### config.mk
export PLATFORM = sky130hd
export DESIGN_NAME = utf8_to_cp1251_transcoder
export DESIGN_NICKNAME = d
export VERILOG_FILES = /design/src/rtl/core/u2c_pkg.sv /design/src/rtl/core/utf8_to_cp1251_transcoder.sv /design/src/rtl/core/u2c_front.sv /design/src/rtl/core/u2c_queue.sv /design/src/rtl/core/u2c_back.sv
export VERILOG_INCLUDE_DIRS = /design/src /design/src/rtl/core
export SDC_FILE = /design/constraint.sdc
export NUM_CORES = 1
export LEC_CHECK = 0
export BUFFER_PORTS_ARGS = -buffer_cell sky130_fd_sc_hd__buf_2
export CORE_AREA = 10 10 224 226
export CTS_CLUSTER_SIZE = 28
export DETAILED_ROUTE_END_ITERATION = 10
export DIE_AREA = 0 0 234 236
export GPL_TIMING_DRIVEN = 0
export PLACE_DENSITY = 0.79
export SLEW_MARGIN = 0
export SYNTH_ARGS = -nofsm -noshare
export SYNTH_HDL_FRONTEND = slang
export SYNTH_SLANG_ARGS = --single-unit
export TNS_END_PERCENT = 30
### constraint.sdc
create_clock -name i_clk -period 16.9 [get_ports i_clk]
set_input_delay 1.69 -clock i_clk [delete_from_list [all_inputs] [get_ports i_clk]]
set_output_delay 1.69 -clock i_clk [all_outputs]
set_load 0.03 [all_outputs]
### src/rtl/core/utf8_to_cp1251_transcoder_macros.svh
// assertion helpers shared by the transcoder
`ifndef UTF8_TO_CP1251_TRANSCODER_MACROS_SVH
`define UTF8_TO_CP1251_TRANSCODER_MACROS_SVH

// same-cycle implication, quiet during reset
`define U2C_ASSERT_IMPL(label, cond, expr) \
    label: assert property (@(posedge i_clk) disable iff (!i_rst_n) (cond) |-> (expr)) \
        else $error("transcoder check failed");

// next-cycle implication, also checked through reset
`define U2C_ASSERT_NEXT(label, cond, expr) \
    label: assert property (@(posedge i_clk) (cond) |=> (expr)) \
        else $error("transcoder check failed");

`endif

### src/rtl/core/u2c_pkg.sv
package u2c_pkg;

    localparam int COUNT_BITS_DEF  = 24;
    localparam int QUEUE_DEPTH_DEF = 4;
    localparam int LEN_W           = 24;
    localparam int CP_W            = 21;

    // configuration register indexes
    localparam logic CFG_MAX_LEN = 1'b0;
    localparam logic CFG_ABORT   = 1'b1;

    localparam logic [7:0] CH_QMARK = 8'h3f;
    localparam logic [7:0] CH_ZERO  = 8'h30;
    localparam logic [7:0] CH_AMP   = 8'h26;
    localparam logic [7:0] CH_HASH  = 8'h23;
    localparam logic [7:0] CH_SEMI  = 8'h3b;

    // marker digits
    localparam logic [2:0] MK_ASCII_IN_SEQ = 3'd1;
    localparam logic [2:0] MK_STRAY_CONT   = 3'd2;
    localparam logic [2:0] MK_OVERLONG     = 3'd3;
    localparam logic [2:0] MK_LEAD_IN_SEQ  = 3'd4;
    localparam logic [2:0] MK_BAD_LEAD     = 3'd5;
    localparam logic [2:0] MK_OPEN_AT_END  = 3'd6;

    typedef enum logic [2:0] {
        MN_NONE, MN_BYTE, MN_ESC, MN_MARK, MN_ERR
    } t_main;

    typedef enum logic [1:0] {
        SG_PRE, SG_MAIN, SG_END, SG_DONE
    } t_seg;

    // work for one input byte, handed from front to back
    typedef struct packed {
        logic            pre;
        logic [2:0]      pre_dig;
        t_main           main;
        logic [7:0]      data;
        logic [CP_W-1:0] cp;
        logic [2:0]      ndig;
        logic [2:0]      mark_dig;
        logic            end_mark;
        logic            end_err;
        logic            done;
        logic            done_err;
    } t_job;

    typedef struct packed {
        logic [LEN_W-1:0] max_len;
        logic             abort;
    } t_cfg;

    typedef struct packed {
        logic full;
        logic empty;
    } t_q_stat;

    localparam logic [7:0] PAGE04_LO [16] = '{
        8'h00, 8'ha8, 8'h80, 8'h81, 8'haa, 8'hbd, 8'hb2, 8'haf,
        8'ha3, 8'h8a, 8'h8c, 8'h8e, 8'h8d, 8'h00, 8'ha1, 8'h8f};
    localparam logic [7:0] PAGE04_HI [16] = '{
        8'h00, 8'hb8, 8'h90, 8'h83, 8'hba, 8'hbe, 8'hb3, 8'hbf,
        8'hbc, 8'h9a, 8'h9c, 8'h9e, 8'h9d, 8'h00, 8'ha2, 8'h9f};
    localparam logic [7:0] PAGE20_LO [64] = '{
        8'h00, 8'h00, 8'h00, 8'h00, 8'h00, 8'h00, 8'h00, 8'h00,
        8'h00, 8'h00, 8'h00, 8'h00, 8'h00, 8'h00, 8'h00, 8'h00,
        8'h00, 8'h00, 8'h00, 8'h96, 8'h97, 8'h00, 8'h00, 8'h00,
        8'h91, 8'h92, 8'h82, 8'h00, 8'h93, 8'h94, 8'h84, 8'h00,
        8'h86, 8'h87, 8'h95, 8'h00, 8'h00, 8'h00, 8'h85, 8'h00,
        8'h00, 8'h00, 8'h00, 8'hda, 8'hda, 8'h00, 8'hda, 8'h00,
        8'h89, 8'h00, 8'h00, 8'h00, 8'h00, 8'h00, 8'h00, 8'h00,
        8'h00, 8'h8b, 8'h9b, 8'h00, 8'h00, 8'h00, 8'h00, 8'h00};

    // code point to cp1251 byte, zero when unmapped
    function automatic logic [7:0] map_code(input logic [CP_W-1:0] cp);
        logic [7:0] lo;
        logic [7:0] res;
        lo  = cp[7:0];
        res = 8'h00;
        unique case (cp[CP_W-1:8])
            13'h000: begin
                if (lo == 8'ha0 || lo == 8'ha4 || lo == 8'ha6 || lo == 8'ha7 ||
                    lo == 8'ha9 || lo == 8'hab || lo == 8'hac || lo == 8'had ||
                    lo == 8'hae || lo == 8'hb0 || lo == 8'hb1 || lo == 8'hb5 ||
                    lo == 8'hb6 || lo == 8'hb7 || lo == 8'hbb) begin
                    res = lo;
                end
            end
            13'h004: begin
                if (lo < 8'h10) begin
                    res = PAGE04_LO[lo[3:0]];
                end else if (lo < 8'h50) begin
                    res = lo + 8'hb0;
                end else if (lo < 8'h60) begin
                    res = PAGE04_HI[lo[3:0]];
                end else if (lo == 8'h90) begin
                    res = 8'ha5;
                end else if (lo == 8'h91) begin
                    res = 8'hb4;
                end
            end
            13'h020: begin
                if (lo < 8'h40) begin
                    res = PAGE20_LO[lo[5:0]];
                end else if (lo == 8'hac) begin
                    res = 8'h88;
                end
            end
            13'h021: begin
                if (lo == 8'h16) begin
                    res = 8'hb9;
                end else if (lo == 8'h22) begin
                    res = 8'h99;
                end
            end
            13'h0ff: begin
                if (lo == 8'hfd) begin
                    res = 8'h20;
                end
            end
            default: res = 8'h00;
        endcase
        return res;
    endfunction

    // decimal digit count of a code point
    function automatic logic [2:0] num_digits(input logic [CP_W-1:0] cp);
        logic [2:0] n;
        priority if (cp >= 21'd1000000) n = 3'd7;
        else if (cp >= 21'd100000)      n = 3'd6;
        else if (cp >= 21'd10000)       n = 3'd5;
        else if (cp >= 21'd1000)        n = 3'd4;
        else if (cp >= 21'd100)         n = 3'd3;
        else if (cp >= 21'd10)          n = 3'd2;
        else                            n = 3'd1;
        return n;
    endfunction

    function automatic logic [CP_W-1:0] pow10(input logic [2:0] p);
        logic [CP_W-1:0] v;
        unique case (p)
            3'd0: v = 21'd1;
            3'd1: v = 21'd10;
            3'd2: v = 21'd100;
            3'd3: v = 21'd1000;
            3'd4: v = 21'd10000;
            3'd5: v = 21'd100000;
            3'd6: v = 21'd1000000;
            default: v = 21'd1;
        endcase
        return v;
    endfunction

    // output bytes a job produces
    function automatic logic [4:0] job_bytes(input t_job j);
        logic [4:0] n;
        n = j.pre ? 5'd3 : 5'd0;
        unique case (j.main)
            MN_BYTE: n = n + 5'd1;
            MN_ESC:  n = n + 5'd3 + {2'b00, j.ndig};
            MN_MARK: n = n + 5'd3;
            default: n = n;
        endcase
        if (j.end_mark) begin
            n = n + 5'd3;
        end
        return n;
    endfunction

endpackage

### src/rtl/core/utf8_to_cp1251_transcoder.sv
// UTF-8 to Windows-1251 transcoder.
// Input channel: i_valid / o_ready carry one UTF-8 byte per item (i_in_byte)
// with i_text_end on the last byte of a text. Output channel: o_valid /
// i_ready carry result items (o_out_byte, o_has_byte, o_error_abort,
// o_run_last, o_done_res); o_run_last closes the results of one input byte.
// Configuration: i_cfg_we writes i_cfg_data into register i_cfg_idx
// (0: output byte limit, 1: abort mode); the user must write only while
// the block is idle, which the block itself does not enforce. The front
// decoder takes one byte per cycle while the queue has room and posts a
// job to a queue of QUEUE_DEPTH entries; the back sequencer emits one item
// per cycle while the receiver is ready. Throughput: one byte per cycle
// while each byte yields one item and the receiver is ready; a byte
// yielding k items holds the back end until all k are out (up to 11 for a
// seven-digit escape &#N; followed by the done item), and the front keeps
// accepting until the queue fills. A stalled receiver holds the output
// register; the queue then fills and o_ready drops. Reset empties the
// queue, clears the decoder state and both configuration registers.
module utf8_to_cp1251_transcoder
    import u2c_pkg::*;
#(
    parameter int COUNT_BITS  = COUNT_BITS_DEF,
    parameter int QUEUE_DEPTH = QUEUE_DEPTH_DEF
) (
    input  logic             i_clk,
    input  logic             i_rst_n,
    input  logic             i_valid,
    output logic             o_ready,
    input  logic [7:0]       i_in_byte,
    input  logic             i_text_end,
    output logic             o_valid,
    input  logic             i_ready,
    output logic [7:0]       o_out_byte,
    output logic             o_has_byte,
    output logic             o_error_abort,
    output logic             o_run_last,
    output logic             o_done_res,
    input  logic             i_cfg_we,
    input  logic             i_cfg_idx,
    input  logic [LEN_W-1:0] i_cfg_data
);

`include "utf8_to_cp1251_transcoder_macros.svh"

    t_cfg    r_cfg;
    t_job    push_job, head;
    logic    q_push, q_pop;
    t_q_stat q_stat;

    // configuration registers
    always_ff @(posedge i_clk) begin
        if (!i_rst_n) begin
            r_cfg <= '0;
        end else if (i_cfg_we) begin
            unique case (i_cfg_idx)
                CFG_MAX_LEN: r_cfg.max_len <= i_cfg_data;
                CFG_ABORT:   r_cfg.abort   <= i_cfg_data[0];
                default:     r_cfg         <= r_cfg;
            endcase
        end
    end

    u2c_front #(.COUNT_BITS(COUNT_BITS)) u_front (
        .i_clk      (i_clk),
        .i_rst_n    (i_rst_n),
        .i_valid    (i_valid),
        .i_in_byte  (i_in_byte),
        .i_text_end (i_text_end),
        .i_cfg      (r_cfg),
        .i_q_stat   (q_stat),
        .o_ready    (o_ready),
        .o_push     (q_push),
        .o_job      (push_job)
    );

    u2c_queue #(.DEPTH(QUEUE_DEPTH)) u_queue (
        .i_clk   (i_clk),
        .i_rst_n (i_rst_n),
        .i_push  (q_push),
        .i_job   (push_job),
        .i_pop   (q_pop),
        .o_head  (head),
        .o_stat  (q_stat)
    );

    u2c_back u_back (
        .i_clk         (i_clk),
        .i_rst_n       (i_rst_n),
        .i_head        (head),
        .i_q_stat      (q_stat),
        .i_ready       (i_ready),
        .o_pop         (q_pop),
        .o_valid       (o_valid),
        .o_out_byte    (o_out_byte),
        .o_has_byte    (o_has_byte),
        .o_error_abort (o_error_abort),
        .o_run_last    (o_run_last),
        .o_done_res    (o_done_res)
    );

    // checks
    `U2C_ASSERT_IMPL(a_no_overflow, q_push, !q_stat.full)
    `U2C_ASSERT_IMPL(a_no_underflow, q_pop, !q_stat.empty)
    `U2C_ASSERT_IMPL(a_done_closes, o_valid && o_done_res, o_run_last && !o_has_byte)
    `U2C_ASSERT_NEXT(a_reset_idle, !i_rst_n, !o_valid)

endmodule

### src/rtl/core/u2c_front.sv
module u2c_front
    import u2c_pkg::*;
#(
    parameter int COUNT_BITS = COUNT_BITS_DEF
) (
    input  logic       i_clk,
    input  logic       i_rst_n,
    input  logic       i_valid,
    input  logic [7:0] i_in_byte,
    input  logic       i_text_end,
    input  t_cfg       i_cfg,
    input  t_q_stat    i_q_stat,
    output logic       o_ready,
    output logic       o_push,
    output t_job       o_job
);

    localparam int CMP_W = 33;
    localparam logic [COUNT_BITS-1:0] CAP = {COUNT_BITS{1'b1}};

    logic [1:0]            r_pend, n_pend;
    logic [CP_W-1:0]       r_part, n_part;
    logic [COUNT_BITS-1:0] r_count, n_count;
    logic                  r_abt, n_abt;
    logic                  r_lim, n_lim;
    t_job                  job;
    logic                  accept;
    logic [COUNT_BITS:0]   sum;
    logic [7:0]            mapped;
    logic [CP_W-1:0]       acc;

    assign o_ready = !i_q_stat.full;
    assign accept  = i_valid && o_ready;

    assign acc    = {r_part[CP_W-7:0], i_in_byte[5:0]};
    assign mapped = map_code(acc);

    // classify one byte into a job and the next decoder state
    always_comb begin
        job     = '0;
        job.main = MN_NONE;
        n_pend  = r_pend;
        n_part  = r_part;
        n_abt   = r_abt;
        n_lim   = r_lim;
        n_count = r_count;
        sum     = '0;
        if (!r_abt && !r_lim) begin
            if (i_cfg.max_len != '0 &&
                CMP_W'(r_count) >= CMP_W'(i_cfg.max_len)) begin
                n_lim = 1'b1;
            end else if (i_in_byte < 8'h80) begin
                if (r_pend != 2'd0 && i_cfg.abort) begin
                    job.main = MN_ERR;
                    n_abt    = 1'b1;
                end else begin
                    job.pre     = (r_pend != 2'd0);
                    job.pre_dig = MK_ASCII_IN_SEQ;
                    job.main    = MN_BYTE;
                    job.data    = i_in_byte;
                    n_pend      = 2'd0;
                end
            end else if (i_in_byte[7:6] == 2'b10) begin
                if (r_pend == 2'd0) begin
                    if (i_cfg.abort) begin
                        job.main = MN_ERR;
                        n_abt    = 1'b1;
                    end else begin
                        job.main     = MN_MARK;
                        job.mark_dig = MK_STRAY_CONT;
                    end
                end else begin
                    n_part = acc;
                    n_pend = r_pend - 2'd1;
                    if (r_pend == 2'd1) begin
                        if (acc < 21'h80) begin
                            if (i_cfg.abort) begin
                                job.main = MN_ERR;
                                n_abt    = 1'b1;
                            end else begin
                                job.main     = MN_MARK;
                                job.mark_dig = MK_OVERLONG;
                            end
                        end else if (mapped != 8'h00) begin
                            job.main = MN_BYTE;
                            job.data = mapped;
                        end else begin
                            job.main = MN_ESC;
                            job.cp   = acc;
                            job.ndig = num_digits(acc);
                        end
                    end
                end
            end else begin
                if (r_pend != 2'd0 && i_cfg.abort) begin
                    job.main = MN_ERR;
                    n_abt    = 1'b1;
                end else begin
                    job.pre     = (r_pend != 2'd0);
                    job.pre_dig = MK_LEAD_IN_SEQ;
                    n_pend      = 2'd0;
                    priority if (i_in_byte < 8'he0) begin
                        n_part = CP_W'(i_in_byte[4:0]);
                        n_pend = 2'd1;
                    end else if (i_in_byte < 8'hf0) begin
                        n_part = CP_W'(i_in_byte[3:0]);
                        n_pend = 2'd2;
                    end else if (i_in_byte < 8'hf8) begin
                        n_part = CP_W'(i_in_byte[2:0]);
                        n_pend = 2'd3;
                    end else if (i_cfg.abort) begin
                        job.main = MN_ERR;
                        n_abt    = 1'b1;
                    end else begin
                        job.main     = MN_MARK;
                        job.mark_dig = MK_BAD_LEAD;
                    end
                end
            end
        end
        // text end: open sequence, then the done item, then clear
        if (i_text_end) begin
            if (!n_abt && n_pend != 2'd0) begin
                if (i_cfg.abort) begin
                    job.end_err = 1'b1;
                    n_abt       = 1'b1;
                end else begin
                    job.end_mark = 1'b1;
                end
            end
            job.done     = 1'b1;
            job.done_err = n_abt;
            n_pend  = 2'd0;
            n_part  = '0;
            n_abt   = 1'b0;
            n_lim   = 1'b0;
            n_count = '0;
        end else begin
            sum     = {1'b0, r_count} + (COUNT_BITS + 1)'(job_bytes(job));
            n_count = (sum > {1'b0, CAP}) ? CAP : sum[COUNT_BITS-1:0];
        end
    end

    assign o_job  = job;
    assign o_push = accept && (job.pre || job.main != MN_NONE || job.end_mark ||
                               job.end_err || job.done);

    // decoder state
    always_ff @(posedge i_clk) begin
        if (!i_rst_n) begin
            r_pend  <= 2'd0;
            r_part  <= '0;
            r_count <= '0;
            r_abt   <= 1'b0;
            r_lim   <= 1'b0;
        end else if (accept) begin
            r_pend  <= n_pend;
            r_part  <= n_part;
            r_count <= n_count;
            r_abt   <= n_abt;
            r_lim   <= n_lim;
        end
    end

endmodule

### src/rtl/core/u2c_queue.sv
module u2c_queue
    import u2c_pkg::*;
#(
    parameter int DEPTH = QUEUE_DEPTH_DEF
) (
    input  logic    i_clk,
    input  logic    i_rst_n,
    input  logic    i_push,
    input  t_job    i_job,
    input  logic    i_pop,
    output t_job    o_head,
    output t_q_stat o_stat
);

    localparam int PTR_W = (DEPTH > 1) ? $clog2(DEPTH) : 1;
    localparam int CNT_W = $clog2(DEPTH + 1);
    localparam logic [PTR_W-1:0] LAST = PTR_W'(DEPTH - 1);

    t_job             r_mem [DEPTH];
    logic [PTR_W-1:0] r_wr, r_rd;
    logic [CNT_W-1:0] r_cnt;

    assign o_head       = r_mem[r_rd];
    assign o_stat.full  = (r_cnt == CNT_W'(DEPTH));
    assign o_stat.empty = (r_cnt == '0);

    // job storage
    always_ff @(posedge i_clk) begin
        if (i_push) begin
            r_mem[r_wr] <= i_job;
        end
    end

    // pointers and fill count
    always_ff @(posedge i_clk) begin
        if (!i_rst_n) begin
            r_wr  <= '0;
            r_rd  <= '0;
            r_cnt <= '0;
        end else begin
            if (i_push) begin
                r_wr <= (r_wr == LAST) ? '0 : r_wr + 1'b1;
            end
            if (i_pop) begin
                r_rd <= (r_rd == LAST) ? '0 : r_rd + 1'b1;
            end
            if (i_push && !i_pop) begin
                r_cnt <= r_cnt + 1'b1;
            end else if (!i_push && i_pop) begin
                r_cnt <= r_cnt - 1'b1;
            end
        end
    end

endmodule

### src/rtl/core/u2c_back.sv
module u2c_back
    import u2c_pkg::*;
(
    input  logic       i_clk,
    input  logic       i_rst_n,
    input  t_job       i_head,
    input  t_q_stat    i_q_stat,
    input  logic       i_ready,
    output logic       o_pop,
    output logic       o_valid,
    output logic [7:0] o_out_byte,
    output logic       o_has_byte,
    output logic       o_error_abort,
    output logic       o_run_last,
    output logic       o_done_res
);

    logic            r_busy;
    t_job            r_job;
    t_seg            r_seg;
    logic [3:0]      r_idx;
    logic [CP_W-1:0] r_rem;
    logic [2:0]      r_pow;

    logic            slot_free, fire, load;
    logic            seg_last, nxt_found, job_last, is_digit;
    t_seg            nxt_seg, first_seg;
    logic [7:0]      it_byte;
    logic            it_has, it_err, it_done;
    logic [CP_W-1:0] pw;
    logic [3:0]      dig;
    logic [CP_W-1:0] sub;

    // next present segment after a given one
    function automatic logic [2:0] seg_after(input t_job j, input t_seg s);
        logic [2:0] r;
        r = 3'b000;
        if (s == SG_PRE && j.main != MN_NONE) begin
            r = {1'b1, SG_MAIN};
        end else if ((s == SG_PRE || s == SG_MAIN) && (j.end_mark || j.end_err)) begin
            r = {1'b1, SG_END};
        end else if (s != SG_DONE && j.done) begin
            r = {1'b1, SG_DONE};
        end
        return r;
    endfunction

    function automatic logic [7:0] mark_char(input logic [3:0] idx, input logic [2:0] d);
        return (idx == 4'd1) ? (CH_ZERO + {5'b0, d}) : CH_QMARK;
    endfunction

    assign slot_free = !o_valid || i_ready;
    assign fire      = r_busy && slot_free;

    // digit of the escape by compare against multiples of the power of ten
    assign pw = pow10(r_pow);
    always_comb begin
        dig = 4'd0;
        for (int d = 1; d <= 9; d++) begin
            if ({3'b000, r_rem} >= 24'(d) * {3'b000, pw}) begin
                dig = 4'(d);
            end
        end
    end
    assign sub = CP_W'({17'b0, dig} * pw);

    // item for the current segment and position
    always_comb begin
        it_byte  = 8'h00;
        it_has   = 1'b1;
        it_err   = 1'b0;
        it_done  = 1'b0;
        seg_last = 1'b0;
        is_digit = 1'b0;
        unique case (r_seg)
            SG_PRE: begin
                it_byte  = mark_char(r_idx, r_job.pre_dig);
                seg_last = (r_idx == 4'd2);
            end
            SG_MAIN: begin
                unique case (r_job.main)
                    MN_BYTE: begin
                        it_byte  = r_job.data;
                        seg_last = 1'b1;
                    end
                    MN_MARK: begin
                        it_byte  = mark_char(r_idx, r_job.mark_dig);
                        seg_last = (r_idx == 4'd2);
                    end
                    MN_ESC: begin
                        priority if (r_idx == 4'd0) begin
                            it_byte = CH_AMP;
                        end else if (r_idx == 4'd1) begin
                            it_byte = CH_HASH;
                        end else if (r_idx == {1'b0, r_job.ndig} + 4'd2) begin
                            it_byte  = CH_SEMI;
                            seg_last = 1'b1;
                        end else begin
                            it_byte  = CH_ZERO + {4'b0, dig};
                            is_digit = 1'b1;
                        end
                    end
                    default: begin
                        it_has   = 1'b0;
                        it_err   = 1'b1;
                        seg_last = 1'b1;
                    end
                endcase
            end
            SG_END: begin
                if (r_job.end_err) begin
                    it_has   = 1'b0;
                    it_err   = 1'b1;
                    seg_last = 1'b1;
                end else begin
                    it_byte  = mark_char(r_idx, MK_OPEN_AT_END);
                    seg_last = (r_idx == 4'd2);
                end
            end
            SG_DONE: begin
                it_has   = 1'b0;
                it_err   = r_job.done_err;
                it_done  = 1'b1;
                seg_last = 1'b1;
            end
            default: seg_last = 1'b1;
        endcase
    end

    assign {nxt_found, nxt_seg} = seg_after(r_job, r_seg);
    assign job_last  = seg_last && !nxt_found;
    assign load      = !i_q_stat.empty && (!r_busy || (fire && job_last));
    assign o_pop     = load;
    assign first_seg = i_head.pre ? SG_PRE : t_seg'(seg_after(i_head, SG_PRE));

    // sequencer registers
    always_ff @(posedge i_clk) begin
        if (!i_rst_n) begin
            r_busy <= 1'b0;
        end else if (load) begin
            r_busy <= 1'b1;
        end else if (fire && job_last) begin
            r_busy <= 1'b0;
        end
    end

    always_ff @(posedge i_clk) begin
        if (load) begin
            r_job <= i_head;
            r_seg <= first_seg;
            r_idx <= 4'd0;
            r_rem <= i_head.cp;
            r_pow <= i_head.ndig - 3'd1;
        end else if (fire) begin
            if (seg_last) begin
                r_seg <= nxt_seg;
                r_idx <= 4'd0;
            end else begin
                r_idx <= r_idx + 4'd1;
            end
            if (is_digit) begin
                r_rem <= r_rem - sub;
                r_pow <= r_pow - 3'd1;
            end
        end
    end

    // output register
    always_ff @(posedge i_clk) begin
        if (!i_rst_n) begin
            o_valid <= 1'b0;
        end else if (slot_free) begin
            o_valid <= fire;
        end
    end

    always_ff @(posedge i_clk) begin
        if (fire) begin
            o_out_byte    <= it_byte;
            o_has_byte    <= it_has;
            o_error_abort <= it_err;
            o_run_last    <= job_last;
            o_done_res    <= it_done;
        end
    end

endmodule

==> impl_metrics.toml <==
[synthesis]
synth_edf_count = 241
synthCells = 2471
synth_seq_cells = 324
ys_seq_area_share_pct = 35.79
async_reset_ff_share_pct = 0
synth.avg_cell_area_um2 = 10.06
synth_area_um2 = 24870
synthFlopType = "edfxtp_1"
ys_types = 101
yosysWarnings = 0

[sta]
finClkSkew_ps = 12.02
hold_violations = 0
fin_crit_sh_pct = 92.41
setup_viol = 0
max_freq_mhz = 64.03
final.setup.tns_ps = 0
hold_ws_ps = 486.9
max_slew_margin_pct = 10.80
period_minus_slack_ps = 15620
fin_ws_ps = 1283
worst_pin_slew_ps = 1335
grt_setup_unrepaired = "false"
drv_slew = 0

[placed_design]
placed_area_um2 = 25980
gp_congestion = 0.9514
dp_slack_ps = 1919
dpl.hpwl_um = 53200
io_buffers = 52

[setup_path]
crit_slowest_cell = "nor3_1"
slowest_delay_ps = 620
cp.arrival_ps = 15940
crit_fanout = 14
crit_path_end_kind = "register"
required_ps = 17230
path_class = "reg -> reg"
worstReg2RegStart = "u_back.r_pow[0]$_DFFE_PP_"
reg2regPathDepth = 49
reg2reg_slack_ps = 1280
r2r-end = "u_back.r_rem[17]$_DFFE_PP_"
critPathLaunchType = "register"

[grt]
grt_pass1_vias = 20450
gr-usage-all-layers_pct = 25.29
grt_pass1_wl_um = 111800
overflow = 0
antenna_found_initial = 0
grt_max_degree = 35

[final_layout]
layout_common_cells = "ha_1 (312), edfxtp_1 (241), nand2_1 (217)"
final_common_cell = "ha_1"
syn2layout_area_growth_pct = 8.655
fill_cells = 3774
drive_above_1_share_pct = 9.049
nets = 2973
n_antenna_cell = 0
finalInstanceArea_um2 = 27020

[detailed_routing]
vias_per_cell = 6.412
vias = 20470
drt_iter0_markers = 1991
firstDrtPassIters = 6
wirelength_um = 71310
drc = 0
wire_per_inst_um = 22.33
postRouteAntennaNets = 0

[die]
core-area_um2 = 45860
rows = 79
die_h_um = 236
die-area_um2 = 55220
io_pins = 53
start_util_pct = 54.21
die_x_um = 234

[worst_hold_path]
min_path_type = "reg -> reg"
whs_endpoint = "r_cfg[9]$_SDFFE_PN0P_"
hold_depth = 2
hp-start = "r_cfg[9]$_SDFFE_PN0P_"

[clocking]
clockRootBuffer = "clkbuf_16"
clk_pin_slew_ps = 70
clock_path_buffers = 3
ctsResizeCount = 0
cts_buffers = 31
htreeDepth = 1
post_cts_buffers = 0
clock-sinks = 324
hold_buffers = 0
tritoncts = "built"
clock_latency_ps = 580

[outcome]
status = "completed"

[flow_run]
maxCapViolations = 0
==> synth_stat cells (all sizes together), types with 11 or more instances <==
library cell	instances	area [µm²]
o211ai	18	135.1
xor2	36	315.3
o21ai	138	698.2
nand4	35	219.0
o22ai	12	81.33
edfxtp	241	7237
a21o	50	375.4
dfxtp	83	1662
a211oi	25	192.7
a21boi	33	247.7
o21a	20	150.1
or2	11	68.82
ha	312	3904
a21oi	140	711.9
or3	19	118.9
fa	61	1221
nor2	161	621.8
nor3	52	260.3
inv	150	563.0
and2	23	143.9
xnor2	45	394.1
buf	24	125.1
nor2b	50	312.8
nor4	21	158.9
nand2b	34	215.2
o31ai	14	110.1
nand2	220	833.3
and3	41	256.5
nand3	65	325.3
mux4	45	1013
o221a	15	168.9
or4	11	82.58
mux2i	11	110.1
clkbuf	72	270.3
a31oi	29	181.4
==> flip-flops by register name, indices dropped and copies added, names as in the netlist, named ones only <==
signal and flops:
u_back.o_out_byte 8, r_cfg 25, u_back.r_pow 3, u_back.r_job 23, u_back.o_run_last 1, u_front.r_pend 2, u_queue.r_mem 180, u_front.r_part 15
u_back.o_valid 1, u_back.r_idx 4, u_queue.r_rd 2, u_back.r_rem 21, u_back.r_busy 1, u_back.o_has_byte 1, u_front.r_count 24, u_queue.r_cnt 3
u_back.o_done_res 1, u_back.r_seg 2, u_queue.r_wr 2, u_front.r_lim 1, u_back.o_error_abort 1, u_front.r_abt 1
==> worst max-delay path, delay by kind of cell (launching register included) <==
| family | cells | cell delay [ps] |
|---|---|---|
| compound gates | 15 | 3800 |
| xor+xnor | 2 | 290 |
| fa+ha+maj | 9 | 3610 |
| buf+inv | 10 | 2630 |
| flops | 1 | 520 |
| simple gates | 13 | 4450 |
==> metal layers <==
layer / vias up / global-route usage (%) / part of all wire [%]
met5: - / 0 / 0
met3: 179 / 4.693 / 8.7
met1: 9881 / 33.48 / 41
met2: 1036 / 39.95 / 46
met4: 0 / 10.48 / 4.0
li1: 9376 / - / -
==> cells by family (layout without fill, tap and decap cells) <==
logic type                 Yosys count  count (layout)  share of synthesized area [%]
DFF                                324             324                          35.79
adders and majority gates          374             374                          20.65
AOI/OAI and AO/OA                  603             603                          16.28
and+or+nand+nor                    779             779                          15.81
other                                2               3                        0.03020
buffers and inverters              248             362                          3.885
xor gates and xnor gates            81              81                          2.853
muxes                               60              60                          4.700
==> how the worst max path moves through the flow <==
stage	from	endpoint	slack, ps	cells after the start
final	u_back.r_pow[0]$_DFFE_PP_	u_back.r_rem[17]$_DFFE_PP_	1280	49
after global routing	u_back.r_pow[0]$_DFFE_PP_	u_back.r_rem[17]$_DFFE_PP_	430	49
after CTS	u_back.r_pow[0]$_DFFE_PP_	u_back.r_rem[17]$_DFFE_PP_	1780	49
after detailed placement	u_back.r_pow[0]$_DFFE_PP_	u_back.r_rem[17]$_DFFE_PP_	1920	49
after global placement	u_back.r_pow[0]$_DFFE_PP_	u_back.r_rem[17]$_DFFE_PP_	2070	49
after floorplan	u_back.r_pow[0]$_DFFE_PP_	u_back.r_rem[20]$_DFFE_PP_	5820	51
==> stage by stage <==
step / utilization [%] / cells
after CTS: 58.91 / 3193
after global placement: 56.45 / 3131
after detailed placement: 56.66 / 3135
after global routing: 58.91 / 3193
after floorplan: - / 2472
final: 58.91 / 3193
==> layout make-up <==
type / instances / area, µm² / area share, %
multi-input cells: 1900 / 15020 / 55.60
flip-flops and latches: 324 / 8899 / 32.94
clock buffers: 51 / 933.4 / 3.455
well taps: 607 / 759.5 / 2.811
inverters: 152 / 570.5 / 2.112
plain buffers: 96 / 395.4 / 1.463
repair buffers: 56 / 340.3 / 1.260
clock inverters: 7 / 98.84 / 0.3659
Power is not shown: default switching activity piles up to over one toggle a cycle in this logic, so the estimate is an artifact.
